**src/rtl/core/battery_load_switch_controller_defines.svh**
```systemverilog
//------------------------------------------------------------------------------
// Battery load switch controller assertion macros
// Shared concurrent assertion forms used by the controller top level.
//------------------------------------------------------------------------------
`ifndef BATTERY_LOAD_SWITCH_CONTROLLER_DEFINES_SVH
`define BATTERY_LOAD_SWITCH_CONTROLLER_DEFINES_SVH

// Same-cycle implication, checked outside reset.
`define BLSC_ASSERT_NOW(label, clk, rst, ante, cons) \
   label: assert property (@(posedge clk) disable iff (rst) (ante) |-> (cons)) \
      else $error("blsc same-cycle check failed");

// Next-cycle implication, checked outside reset.
`define BLSC_ASSERT_NEXT(label, clk, rst, ante, cons) \
   label: assert property (@(posedge clk) disable iff (rst) (ante) |=> (cons)) \
      else $error("blsc next-cycle check failed");

`endif

```
**src/rtl/core/blsc_pkg.sv**
```systemverilog
`timescale 1ns / 1ps
//------------------------------------------------------------------------------
// Battery load switch controller package
// Word types, configuration set, operation, mode and register codes.
//------------------------------------------------------------------------------
package blsc_pkg;

   localparam int CSR_ADDR_BITS = 5;
   localparam int CSR_DATA_BITS = 32;

   // register indexes (byte address / 4)
   localparam logic [2:0] REG_POWER_OFF_MV          = 3'd0;
   localparam logic [2:0] REG_POWER_ON_MV           = 3'd1;
   localparam logic [2:0] REG_BAD_BATTERY_MV        = 3'd2;
   localparam logic [2:0] REG_DAY_RESTART_HYST_MV   = 3'd3;
   localparam logic [2:0] REG_LOW_BATT_CHARGE_TICKS = 3'd4;
   localparam logic [2:0] REG_WARN_TICKS            = 3'd5;
   localparam logic [2:0] REG_LOW_POWER_TICKS       = 3'd6;
   localparam logic [2:0] REG_DEFAULT_WD_OFF_TICKS  = 3'd7;

   // register reset values
   localparam logic [14:0] RST_POWER_OFF_MV          = 15'd11500;
   localparam logic [14:0] RST_POWER_ON_MV           = 15'd12500;
   localparam logic [14:0] RST_BAD_BATTERY_MV        = 15'd9000;
   localparam logic [12:0] RST_DAY_RESTART_HYST_MV   = 13'd500;
   localparam logic [15:0] RST_LOW_BATT_CHARGE_TICKS = 16'd3600;
   localparam logic [15:0] RST_WARN_TICKS            = 16'd60;
   localparam logic [15:0] RST_LOW_POWER_TICKS       = 16'd10;
   localparam logic [15:0] RST_DEFAULT_WD_OFF_TICKS  = 16'd10;

   // operation codes
   localparam logic [2:0] OP_TICK        = 3'd0;
   localparam logic [2:0] OP_INIT        = 3'd1;
   localparam logic [2:0] OP_WD_ENABLE   = 3'd2;
   localparam logic [2:0] OP_WD_TIMEOUT  = 3'd3;
   localparam logic [2:0] OP_WD_OFF_TIME = 3'd4;

   // charger states
   localparam logic [1:0] CHG_IDLE  = 2'd1;
   localparam logic [1:0] CHG_NIGHT = 2'd2;

   // reported mode codes
   localparam logic [2:0] MODE_CODE_ON        = 3'd0;
   localparam logic [2:0] MODE_CODE_ALERT_LB  = 3'd1;
   localparam logic [2:0] MODE_CODE_OFF_LB    = 3'd2;
   localparam logic [2:0] MODE_CODE_ALERT_DAY = 3'd3;
   localparam logic [2:0] MODE_CODE_OFF_DAY   = 3'd4;
   localparam logic [2:0] MODE_CODE_WD_ALERT  = 3'd5;
   localparam logic [2:0] MODE_CODE_WD_OFF    = 3'd6;
   localparam logic [2:0] MODE_CODE_UNKNOWN   = 3'd7;

   typedef enum logic [7:0] {
      MODE_ON        = 8'b0000_0001,
      MODE_ALERT_LB  = 8'b0000_0010,
      MODE_OFF_LB    = 8'b0000_0100,
      MODE_ALERT_DAY = 8'b0000_1000,
      MODE_OFF_DAY   = 8'b0001_0000,
      MODE_WD_ALERT  = 8'b0010_0000,
      MODE_WD_OFF    = 8'b0100_0000,
      MODE_UNKNOWN   = 8'b1000_0000
   } mode_type;

   typedef struct packed {
      logic [2:0]  op;
      logic [15:0] battery_mv;
      logic [1:0]  charger_mode;
      logic        pctrl_pin;
      logic [15:0] write_value;
   } req_type;

   typedef struct packed {
      logic       power_enable;
      logic       alert_n;
      logic       night_out;
      logic       bad_battery;
      logic       watchdog_running;
      logic       alert_active;
      logic       night_only_mode;
      logic       watchdog_fired;
      logic [2:0] mode_code;
   } rsp_type;

   typedef struct packed {
      logic [14:0] power_off_mv;
      logic [14:0] power_on_mv;
      logic [14:0] bad_battery_mv;
      logic [12:0] day_restart_hyst_mv;
      logic [15:0] low_batt_charge_ticks;
      logic [15:0] warn_ticks;
      logic [15:0] low_power_ticks;
      logic [15:0] default_wd_off_ticks;
   } cfg_type;

endpackage

```
**src/rtl/core/blsc_regs.sv**
```systemverilog
`timescale 1ns / 1ps
//------------------------------------------------------------------------------
// Battery load switch controller register file
// APB-style threshold and tick registers with zero-wait reads and writes.
//------------------------------------------------------------------------------
module blsc_regs
   import blsc_pkg::*;
(
   input  logic                     clock,
   input  logic                     reset,
   input  logic                     psel,
   input  logic                     penable,
   input  logic                     pwrite,
   input  logic [CSR_ADDR_BITS-1:0] paddr,
   input  logic [CSR_DATA_BITS-1:0] pwdata,
   output logic [CSR_DATA_BITS-1:0] prdata,
   output logic                     pready,
   output cfg_type                  cfg
);

   cfg_type    cfg_ff;
   cfg_type    cfg_in;
   logic [2:0] reg_index;
   logic       wr_en;

   assign pready    = 1'b1;
   assign reg_index = paddr[4:2];
   assign wr_en     = psel & penable & pwrite & pready;
   assign cfg       = cfg_ff;

   always_comb begin
      cfg_in = cfg_ff;
      if (wr_en) begin
         unique case (reg_index)
            REG_POWER_OFF_MV:          cfg_in.power_off_mv          = pwdata[14:0];
            REG_POWER_ON_MV:           cfg_in.power_on_mv           = pwdata[14:0];
            REG_BAD_BATTERY_MV:        cfg_in.bad_battery_mv        = pwdata[14:0];
            REG_DAY_RESTART_HYST_MV:   cfg_in.day_restart_hyst_mv   = pwdata[12:0];
            REG_LOW_BATT_CHARGE_TICKS: cfg_in.low_batt_charge_ticks = pwdata[15:0];
            REG_WARN_TICKS:            cfg_in.warn_ticks            = pwdata[15:0];
            REG_LOW_POWER_TICKS:       cfg_in.low_power_ticks       = pwdata[15:0];
            REG_DEFAULT_WD_OFF_TICKS:  cfg_in.default_wd_off_ticks  = pwdata[15:0];
            default:                   cfg_in = cfg_ff;
         endcase
      end
   end

   always_comb begin
      unique case (reg_index)
         REG_POWER_OFF_MV:          prdata = CSR_DATA_BITS'(cfg_ff.power_off_mv);
         REG_POWER_ON_MV:           prdata = CSR_DATA_BITS'(cfg_ff.power_on_mv);
         REG_BAD_BATTERY_MV:        prdata = CSR_DATA_BITS'(cfg_ff.bad_battery_mv);
         REG_DAY_RESTART_HYST_MV:   prdata = CSR_DATA_BITS'(cfg_ff.day_restart_hyst_mv);
         REG_LOW_BATT_CHARGE_TICKS: prdata = CSR_DATA_BITS'(cfg_ff.low_batt_charge_ticks);
         REG_WARN_TICKS:            prdata = CSR_DATA_BITS'(cfg_ff.warn_ticks);
         REG_LOW_POWER_TICKS:       prdata = CSR_DATA_BITS'(cfg_ff.low_power_ticks);
         REG_DEFAULT_WD_OFF_TICKS:  prdata = CSR_DATA_BITS'(cfg_ff.default_wd_off_ticks);
         default:                   prdata = '0;
      endcase
   end

   always_ff @(posedge clock) begin
      if (reset) begin
         cfg_ff.power_off_mv          <= RST_POWER_OFF_MV;
         cfg_ff.power_on_mv           <= RST_POWER_ON_MV;
         cfg_ff.bad_battery_mv        <= RST_BAD_BATTERY_MV;
         cfg_ff.day_restart_hyst_mv   <= RST_DAY_RESTART_HYST_MV;
         cfg_ff.low_batt_charge_ticks <= RST_LOW_BATT_CHARGE_TICKS;
         cfg_ff.warn_ticks            <= RST_WARN_TICKS;
         cfg_ff.low_power_ticks       <= RST_LOW_POWER_TICKS;
         cfg_ff.default_wd_off_ticks  <= RST_DEFAULT_WD_OFF_TICKS;
      end else begin
         cfg_ff <= cfg_in;
      end
   end

endmodule

```
**src/rtl/core/blsc_ctrl.sv**
```systemverilog
`timescale 1ns / 1ps
//------------------------------------------------------------------------------
// Battery load switch controller mode logic
// Mode machine, off timer and watchdog state; builds the result word.
//------------------------------------------------------------------------------
module blsc_ctrl
   import blsc_pkg::*;
#(
   parameter int TIMER_BITS = 16
)
(
   input  logic    clock,
   input  logic    reset,
   input  logic    advance,
   input  req_type item,
   input  cfg_type cfg,
   output rsp_type result
);

   mode_type              mode_ff, mode_in;
   logic [TIMER_BITS-1:0] timer_ff, timer_in;
   logic [7:0]            wd_cnt_ff, wd_cnt_in;
   logic                  wd_enable_ff, wd_enable_in;
   logic                  wd_written_ff, wd_written_in;
   logic                  wd_fired_ff, wd_fired_in;
   logic [15:0]           wd_off_ticks_ff, wd_off_ticks_in;

   logic [TIMER_BITS-1:0] lbct_t, warn_t, lpt_t, wd_off_t;
   logic [TIMER_BITS-1:0] timer_dec;
   logic                  dec_zero;
   logic [TIMER_BITS-1:0] lb_timer;
   logic [15:0]           vb;
   logic [15:0]           poff, pon, restart_mv;
   logic                  night, night_only, charging, wd_on, wd_run;
   logic                  vb_low, vb_restart, fire;

   assign lbct_t     = TIMER_BITS'(cfg.low_batt_charge_ticks);
   assign warn_t     = TIMER_BITS'(cfg.warn_ticks);
   assign lpt_t      = TIMER_BITS'(cfg.low_power_ticks);
   assign wd_off_t   = TIMER_BITS'(wd_off_ticks_ff);
   assign timer_dec  = timer_ff - TIMER_BITS'(1);
   assign dec_zero   = (timer_ff == TIMER_BITS'(1));

   assign vb         = item.battery_mv;
   assign poff       = {1'b0, cfg.power_off_mv};
   assign pon        = {1'b0, cfg.power_on_mv};
   // fits: 15-bit level plus 13-bit margin stays below 2^16
   assign restart_mv = poff + {3'b000, cfg.day_restart_hyst_mv};
   assign vb_low     = (vb <= poff);
   assign vb_restart = (vb >= restart_mv);

   assign night      = (item.charger_mode == CHG_NIGHT);
   assign charging   = (item.charger_mode == CHG_IDLE) | night;
   assign night_only = ~item.pctrl_pin;
   assign wd_on      = wd_enable_ff & wd_written_ff;
   assign fire       = wd_on & (wd_cnt_ff == 8'd1);

   // low-battery off: reload while charging, else count down; hold at zero
   assign lb_timer = (timer_ff == '0) ? timer_ff : (charging ? lbct_t : timer_dec);

   always_comb begin
      mode_in         = mode_ff;
      timer_in        = timer_ff;
      wd_cnt_in       = wd_cnt_ff;
      wd_enable_in    = wd_enable_ff;
      wd_written_in   = wd_written_ff;
      wd_fired_in     = wd_fired_ff;
      wd_off_ticks_in = wd_off_ticks_ff;
      unique case (item.op)
         OP_TICK: begin
            unique case (mode_ff)
               MODE_OFF_LB: begin
                  timer_in = lb_timer;
                  if ((vb >= pon) && (lb_timer == '0)) begin
                     mode_in = night_only ? MODE_OFF_DAY : MODE_ON;
                  end
               end
               MODE_OFF_DAY: begin
                  if (vb_low) begin
                     mode_in  = MODE_OFF_LB;
                     timer_in = lbct_t;
                  end else if (vb_restart && night) begin
                     mode_in = MODE_ON;
                  end
               end
               MODE_ALERT_LB: begin
                  timer_in = timer_dec;
                  if (dec_zero) begin
                     mode_in  = MODE_OFF_LB;
                     timer_in = lbct_t;
                  end
               end
               MODE_ALERT_DAY: begin
                  timer_in = timer_dec;
                  if (dec_zero) begin
                     mode_in = MODE_OFF_DAY;
                  end
               end
               MODE_ON: begin
                  if (wd_on && (wd_cnt_ff != 8'd0)) begin
                     wd_cnt_in = wd_cnt_ff - 8'd1;
                  end
                  if (fire) begin
                     wd_fired_in = 1'b1;
                     mode_in     = MODE_WD_ALERT;
                     timer_in    = warn_t;
                  end else if (vb_low) begin
                     timer_in = timer_dec;
                     if (dec_zero) begin
                        mode_in  = MODE_ALERT_LB;
                        timer_in = warn_t;
                     end
                  end else if (night_only && !night) begin
                     mode_in  = MODE_ALERT_DAY;
                     timer_in = warn_t;
                  end else begin
                     timer_in = lpt_t;
                  end
               end
               MODE_WD_ALERT: begin
                  if (!wd_on) begin
                     mode_in = MODE_ON;
                  end else begin
                     timer_in = timer_dec;
                     if (dec_zero) begin
                        mode_in  = MODE_WD_OFF;
                        timer_in = wd_off_t;
                     end
                  end
               end
               MODE_WD_OFF: begin
                  if (!wd_on) begin
                     mode_in = MODE_ON;
                  end else begin
                     timer_in = timer_dec;
                     if (dec_zero) begin
                        mode_in         = MODE_ON;
                        wd_enable_in    = 1'b0;
                        wd_written_in   = 1'b0;
                        wd_cnt_in       = 8'd0;
                        wd_off_ticks_in = cfg.default_wd_off_ticks;
                     end
                  end
               end
               default: begin
                  // recovery from unknown mode
                  if (!vb_low) begin
                     mode_in = MODE_ON;
                  end else begin
                     mode_in  = MODE_OFF_LB;
                     timer_in = lbct_t;
                  end
                  wd_enable_in    = 1'b0;
                  wd_written_in   = 1'b0;
                  wd_cnt_in       = 8'd0;
                  wd_off_ticks_in = cfg.default_wd_off_ticks;
               end
            endcase
         end
         OP_INIT: begin
            wd_enable_in    = 1'b0;
            wd_written_in   = 1'b0;
            wd_fired_in     = 1'b0;
            wd_cnt_in       = 8'd0;
            wd_off_ticks_in = cfg.default_wd_off_ticks;
            timer_in        = '0;
            if (vb_low) begin
               mode_in  = MODE_OFF_LB;
               timer_in = lbct_t;
            end else if (night_only && !night) begin
               mode_in = MODE_OFF_DAY;
            end else begin
               mode_in = MODE_ON;
            end
         end
         OP_WD_ENABLE: begin
            if (wd_enable_ff && (item.write_value == 16'd0)) begin
               wd_written_in   = 1'b0;
               wd_cnt_in       = 8'd0;
               wd_off_ticks_in = cfg.default_wd_off_ticks;
            end
            wd_enable_in = (item.write_value != 16'd0);
         end
         OP_WD_TIMEOUT: begin
            wd_cnt_in     = item.write_value[7:0];
            wd_written_in = (item.write_value[7:0] != 8'd0);
         end
         OP_WD_OFF_TIME: begin
            wd_off_ticks_in = (item.write_value == 16'd0) ? cfg.default_wd_off_ticks
                                                          : item.write_value;
         end
         default: begin
            mode_in = mode_ff;
         end
      endcase
   end

   // a tick reports the watchdog as sampled before it
   assign wd_run = (item.op == OP_TICK) ? wd_on : (wd_enable_in & wd_written_in);

   always_comb begin
      result.power_enable     = !((mode_in == MODE_OFF_LB) || (mode_in == MODE_OFF_DAY) ||
                                  (mode_in == MODE_WD_OFF));
      result.alert_n          = (mode_in == MODE_ON);
      result.alert_active     = (mode_in != MODE_ON);
      result.night_out        = night;
      result.bad_battery      = (vb < {1'b0, cfg.bad_battery_mv});
      result.watchdog_running = wd_run;
      result.night_only_mode  = night_only;
      result.watchdog_fired   = wd_fired_in;
      unique case (mode_in)
         MODE_ON:        result.mode_code = MODE_CODE_ON;
         MODE_ALERT_LB:  result.mode_code = MODE_CODE_ALERT_LB;
         MODE_OFF_LB:    result.mode_code = MODE_CODE_OFF_LB;
         MODE_ALERT_DAY: result.mode_code = MODE_CODE_ALERT_DAY;
         MODE_OFF_DAY:   result.mode_code = MODE_CODE_OFF_DAY;
         MODE_WD_ALERT:  result.mode_code = MODE_CODE_WD_ALERT;
         MODE_WD_OFF:    result.mode_code = MODE_CODE_WD_OFF;
         default:        result.mode_code = MODE_CODE_UNKNOWN;
      endcase
   end

   always_ff @(posedge clock) begin
      if (reset) begin
         mode_ff         <= MODE_UNKNOWN;
         timer_ff        <= '0;
         wd_cnt_ff       <= 8'd0;
         wd_enable_ff    <= 1'b0;
         wd_written_ff   <= 1'b0;
         wd_fired_ff     <= 1'b0;
         wd_off_ticks_ff <= RST_DEFAULT_WD_OFF_TICKS;
      end else if (advance) begin
         mode_ff         <= mode_in;
         timer_ff        <= timer_in;
         wd_cnt_ff       <= wd_cnt_in;
         wd_enable_ff    <= wd_enable_in;
         wd_written_ff   <= wd_written_in;
         wd_fired_ff     <= wd_fired_in;
         wd_off_ticks_ff <= wd_off_ticks_in;
      end
   end

endmodule

```
**src/rtl/core/battery_load_switch_controller.sv**
```systemverilog
`timescale 1ns / 1ps
// Path: input register, mode logic, then result register once that slot frees.
// Throughput: one word per cycle unless the result side stalls; the input
//   register refills while the result register is taken.
// Reset: synchronous, active high; mode goes unknown, timers and watchdog clear,
//   registers return to their defaults. No clearing pass.
//------------------------------------------------------------------------------
// Battery load switch controller
// Input register, mode logic and result register with an APB register port.
//------------------------------------------------------------------------------
`include "battery_load_switch_controller_defines.svh"

module battery_load_switch_controller
   import blsc_pkg::*;
#(
   parameter int TIMER_BITS = 16
)
(
   input  logic                     clock,
   input  logic                     reset,
   input  logic                     req_valid,
   output logic                     req_ready,
   input  req_type                  req_data,
   output logic                     rsp_valid,
   input  logic                     rsp_ready,
   output rsp_type                  rsp_data,
   input  logic                     psel,
   input  logic                     penable,
   input  logic                     pwrite,
   input  logic [CSR_ADDR_BITS-1:0] paddr,
   input  logic [CSR_DATA_BITS-1:0] pwdata,
   output logic [CSR_DATA_BITS-1:0] prdata,
   output logic                     pready
);

   cfg_type cfg;
   req_type in_data_ff;
   logic    in_valid_ff, in_valid_in;
   rsp_type out_data_ff;
   rsp_type result;
   logic    out_valid_ff, out_valid_in;
   logic    advance;
   logic    req_fire;
   logic    rsp_stalled;
   logic    rsp_on;
   logic    rsp_known;
   logic    mode_step;

   blsc_regs u_regs (
      .clock   (clock),
      .reset   (reset),
      .psel    (psel),
      .penable (penable),
      .pwrite  (pwrite),
      .paddr   (paddr),
      .pwdata  (pwdata),
      .prdata  (prdata),
      .pready  (pready),
      .cfg     (cfg)
   );

   blsc_ctrl #(
      .TIMER_BITS (TIMER_BITS)
   ) u_ctrl (
      .clock   (clock),
      .reset   (reset),
      .advance (advance),
      .item    (in_data_ff),
      .cfg     (cfg),
      .result  (result)
   );

   // move the held word into the result register when that slot frees up
   assign advance   = in_valid_ff & (~out_valid_ff | rsp_ready);
   assign req_ready = ~in_valid_ff | advance;
   assign req_fire  = req_valid & req_ready;
   assign rsp_valid = out_valid_ff;
   assign rsp_data  = out_data_ff;

   assign in_valid_in  = req_fire | (in_valid_ff & ~advance);
   assign out_valid_in = advance | (out_valid_ff & ~rsp_ready);

   always_ff @(posedge clock) begin
      if (reset) begin
         in_valid_ff  <= 1'b0;
         out_valid_ff <= 1'b0;
      end else begin
         in_valid_ff  <= in_valid_in;
         out_valid_ff <= out_valid_in;
      end
   end

   always_ff @(posedge clock) begin
      if (req_fire) begin
         in_data_ff <= req_data;
      end
      if (advance) begin
         out_data_ff <= result;
      end
   end

   assign rsp_stalled = rsp_valid & ~rsp_ready;
   assign rsp_on      = rsp_valid & rsp_data.alert_n;
   assign rsp_known   = rsp_valid & (rsp_data.mode_code != MODE_CODE_UNKNOWN);
   assign mode_step   = advance & ((in_data_ff.op == OP_TICK) | (in_data_ff.op == OP_INIT));

   `BLSC_ASSERT_NOW(a_stall_only_on_backpressure, clock, reset, !req_ready, rsp_stalled)
   `BLSC_ASSERT_NOW(a_alert_pair, clock, reset, rsp_valid, rsp_data.alert_n ^ rsp_data.alert_active)
   `BLSC_ASSERT_NOW(a_on_is_powered, clock, reset, rsp_on, rsp_data.power_enable)
   `BLSC_ASSERT_NEXT(a_tick_leaves_unknown, clock, reset, mode_step, rsp_known)

endmodule

```
**config.mk**
```make
export PLATFORM = sky130hd
export DESIGN_NAME = battery_load_switch_controller
export DESIGN_NICKNAME = d
export VERILOG_FILES = /design/src/rtl/core/blsc_pkg.sv /design/src/rtl/core/blsc_regs.sv /design/src/rtl/core/blsc_ctrl.sv /design/src/rtl/core/battery_load_switch_controller.sv
export VERILOG_INCLUDE_DIRS = /design/src /design/src/rtl/core
export SDC_FILE = /design/constraint.sdc
export NUM_CORES = 1
export LEC_CHECK = 0
export ABC_AREA = 1
export BUFFER_PORTS_ARGS = -buffer_cell sky130_fd_sc_hd__buf_2
export CAP_MARGIN = 25
export CORE_UTILIZATION = 45
export CTS_CLUSTER_DIAMETER = 80
export DETAILED_ROUTE_END_ITERATION = 10
export SLEW_MARGIN = 30
export SYNTH_ARGS = -nofsm -noshare
export SYNTH_HDL_FRONTEND = slang
export SYNTH_SLANG_ARGS = --single-unit
export TNS_END_PERCENT = 1
```
**constraint.sdc**
```tcl
create_clock -name clock -period 7.1 [get_ports clock]
set_clock_uncertainty 0.05 [all_clocks]
set_input_delay 0.355 -clock clock [delete_from_list [all_inputs] [get_ports clock]]
set_output_delay 0.355 -clock clock [all_outputs]
set_load 0.02 [all_outputs]
```
==> impl_metrics.yaml <==
run_status:
  status: "finished, final reports clean"
clocking:
  cts.sinks: 224
  clk_root_buffer_cell: "clkbuf_16"
  post_cts_buffers: 0
  htreeDepth: 1
  clk_path_buf_depth: 3
  tritoncts: "yes"
  clk_pin_slew_worst_paths_ns: 0.06
  cts-buffers-inserted: 27
  clock_latency_ns: 0.55
route:
  drt_pass1_iterations: 5
  routedWlPerCell_microns: 19.2
  vias_per_cell: 5.66
  routed_wl_mm: 46.1
  vias: 13624
  drc: 0
  ant_nets: 0
  drtIter0Drc: 1219
timing:
  period_share: 0.720
  setup_viol: 0
  fmax_mhz: 196
  maxSlewHeadroom: 0.351
  rsz0062_at_grt: "no"
  worst_pin_slew_ns: 0.970
  fin_tns_setup_ns: 0
  finalMaxSlewViolations: 0
  period_minus_slack_ns: 5.11
  hold_viol: 0
  setup_slack_ns: 1.99
job:
  maxCapViolCount: 0
synth:
  avgSynthCellArea_sq_um: 7.22
  yosysTopAreaCell: "dfxtp_1"
  synth_ff_type: "dfxtp_1"
  syn_area_sq_mm: 0.0137
  ys_seq_elements: 224
  synth_cells: 1896
  yosysTopAreaCellShare: 0.256
  ys_seq_area_frac: 0.363
  synth_warnings: 0
  synth-async-reset-ratio: 0
  synth_edf_count: 49
  synth_cell_type_count: 55
  ys_top_cells_by_area: "dfxtp_1, edfxtp_1, o21ai_0"
floorplanning:
  fp.dieH_microns: 176
  die_w_microns: 176
  core-area_sq_mm: 0.0298
  ioPinCount: 128
  dieArea_sq_mm: 0.0311
  start_util: 0.460
  rows: 63
power_and_ir_drop:
  p_leak_uw: 0.00696
  power_uw: 3230
  vdd_drop_max_uv: 208
  p_per_area_mw_per_mm2: 207
grt:
  track_usage: 0.294
  antenna_found_initial: 0
  overflow: 0
  grt_pass1_vias: 12828
  grt_max_degree: 109
  grt_pass1_wl_mm: 71.7
critical_path:
  slowest_stage: "dfxtp_1"
  worst-path-buf-inv: 2
  rr_worst_depth: 35
  path_class: "flop to flop"
  r2r_setup_slack_ns: 1.99
  cp-startpoint: "u_regs.cfg[107]"
  required_ns: 7.35
  path_common_cell: "nand2_1"
  reg2reg_to: "rsp_data[2]"
  cp_top_family: "simple AND/OR/NAND/NOR gates"
  critical_path_arrival_ns: 5.36
  critPathCaptureType: "flop"
  max_stage_delay_ns: 0.37
  crit_fanout: 4
  reg2reg_from: "u_regs.cfg[107]"
  startpoint_type: "flop"
final_layout:
  final_layout_size_suffix_gt1_frac: 0.103
  regArea_sq_mm: 0.00497
  fillers: 2933
  syn_to_final_growth_pct: 14.2
  final_area_sq_mm: 0.0156
  nNetsFinal: 2155
  n_antenna_cell: 0
  multi_input_comb_area_sq_mm: 0.00749
placed_design:
  portBuffers: 92
  place_area_sq_mm: 0.0144
  gp_congestion: 0.951
  dp_hpwl_mm: 34.1
  pre_cts_slack_ns: 2.07
hold_path:
  holdPathStages: 4
  min_from: "rsp_ready"
  min_path_type: "primary input to flop"
  holdPathEnd: "rsp_valid"
## metal layers
metal / wire length, microns / vias to the layer above / track usage
li1: - / 6706 / -
met1: 21200 / 6319 / 0.409
met2: 20200 / 514 / 0.464
met3: 2990 / 85 / 0.0366
met4: 1680 / 0 / 0.113
met5: 0 / - / 0
## sequential cells by signal, indices dropped and copies added, names as in the netlist
register	flops
u_regs.cfg	122
in_data_ff	38
u_ctrl.timer_ff	16
u_ctrl.wd_off_t	16
rsp_data	11
u_ctrl.mode_ff	8
u_ctrl.wd_cnt_ff	8
in_valid_ff	1
rsp_valid	1
u_ctrl.wd_enable_ff	1
u_ctrl.wd_fired_ff	1
u_ctrl.wd_written_ff	1
## worst max path at each step
stage	to	depth (start not counted)
finish	rsp_data[2]	35
floorplan	rsp_data[2]	35
CTS	rsp_data[1]	35
detailed placement	rsp_data[1]	35
global placement	rsp_data[1]	35
global route	rsp_data[2]	35
## cell usage after synthesis (all sizes together), types with 23 or more instances
library cell / number
a21oi: 179
a221oi: 33
buf: 23
clkbuf: 69
dfxtp: 175
edfxtp: 49
ha: 78
inv: 228
nand2: 276
nand3: 94
nor2: 245
o211ai: 42
o21ai: 245
o22ai: 23
## tightest hold or removal path: cells and delay by family
kind | cells | cell delay, ns
AND/OR/NAND/NOR | 1 | 0.07
AO/OA/AOI/OAI | 1 | 0.05
buffers and inverters | 2 | 0.12
## power breakdown
part           internal [uW]  total [uW]  switching, uW  leakage (uW)
logic                    171         532            361       0.00466
clock network            765        1320            556      0.000416
registers               1340        1380           34.6       0.00189
## area by class of cell
cell class                      count  share of cell area
Clock buffer                       43              0.0509
Clock inverter                      7             0.00272
Inverter                          234              0.0562
Multi-Input combinational cell   1361               0.479
Sequential cell                   224               0.318
Tap cell                          390              0.0312
Timing Repair Buffer              146              0.0618
## per-stage QoR
stage | hold WS, ns | std cells | util
2_1_floorplan | 0.387 | 1911 | -
3_3_place_gp | 0.400 | 2316 | 0.483
3_5_place_dp | 0.410 | 2316 | 0.484
4_1_cts | 0.0304 | 2405 | 0.525
5_1_grt | 0.0764 | 2405 | 0.525
6_report | 0.0420 | 2405 | 0.525
## cell usage in the layout (no fill, tap or decap), types with 39 or more instances in the layout
cell type,instances
o21ai_0,236
inv_1,216
edfxtp_1,49
nand2_1,266
dlygate4sd3_1,39
nor2_1,225
dfxtp_1,175
nand3_1,89
o211ai_1,42
buf_2,92
ha_1,78
a21oi_1,179
## timing repair
action,CTS,global route
gates resized for setup,0,0
hold buffers,39,0
endpoints found under the hold margin,39,0
## logic make-up (layout without fill, tap and decap cells)
group,after synthesis,after routing,share of synthesized area
fa+ha+maj,79,79,0.0727
buf+inv,326,430,0.0948
compound gates,582,582,0.246
simple gates,666,666,0.212
other cells,2,17,0.000548
xor+xnor,17,17,0.0109
flops,224,224,0.363
Power figures use the tool's default switching activity.
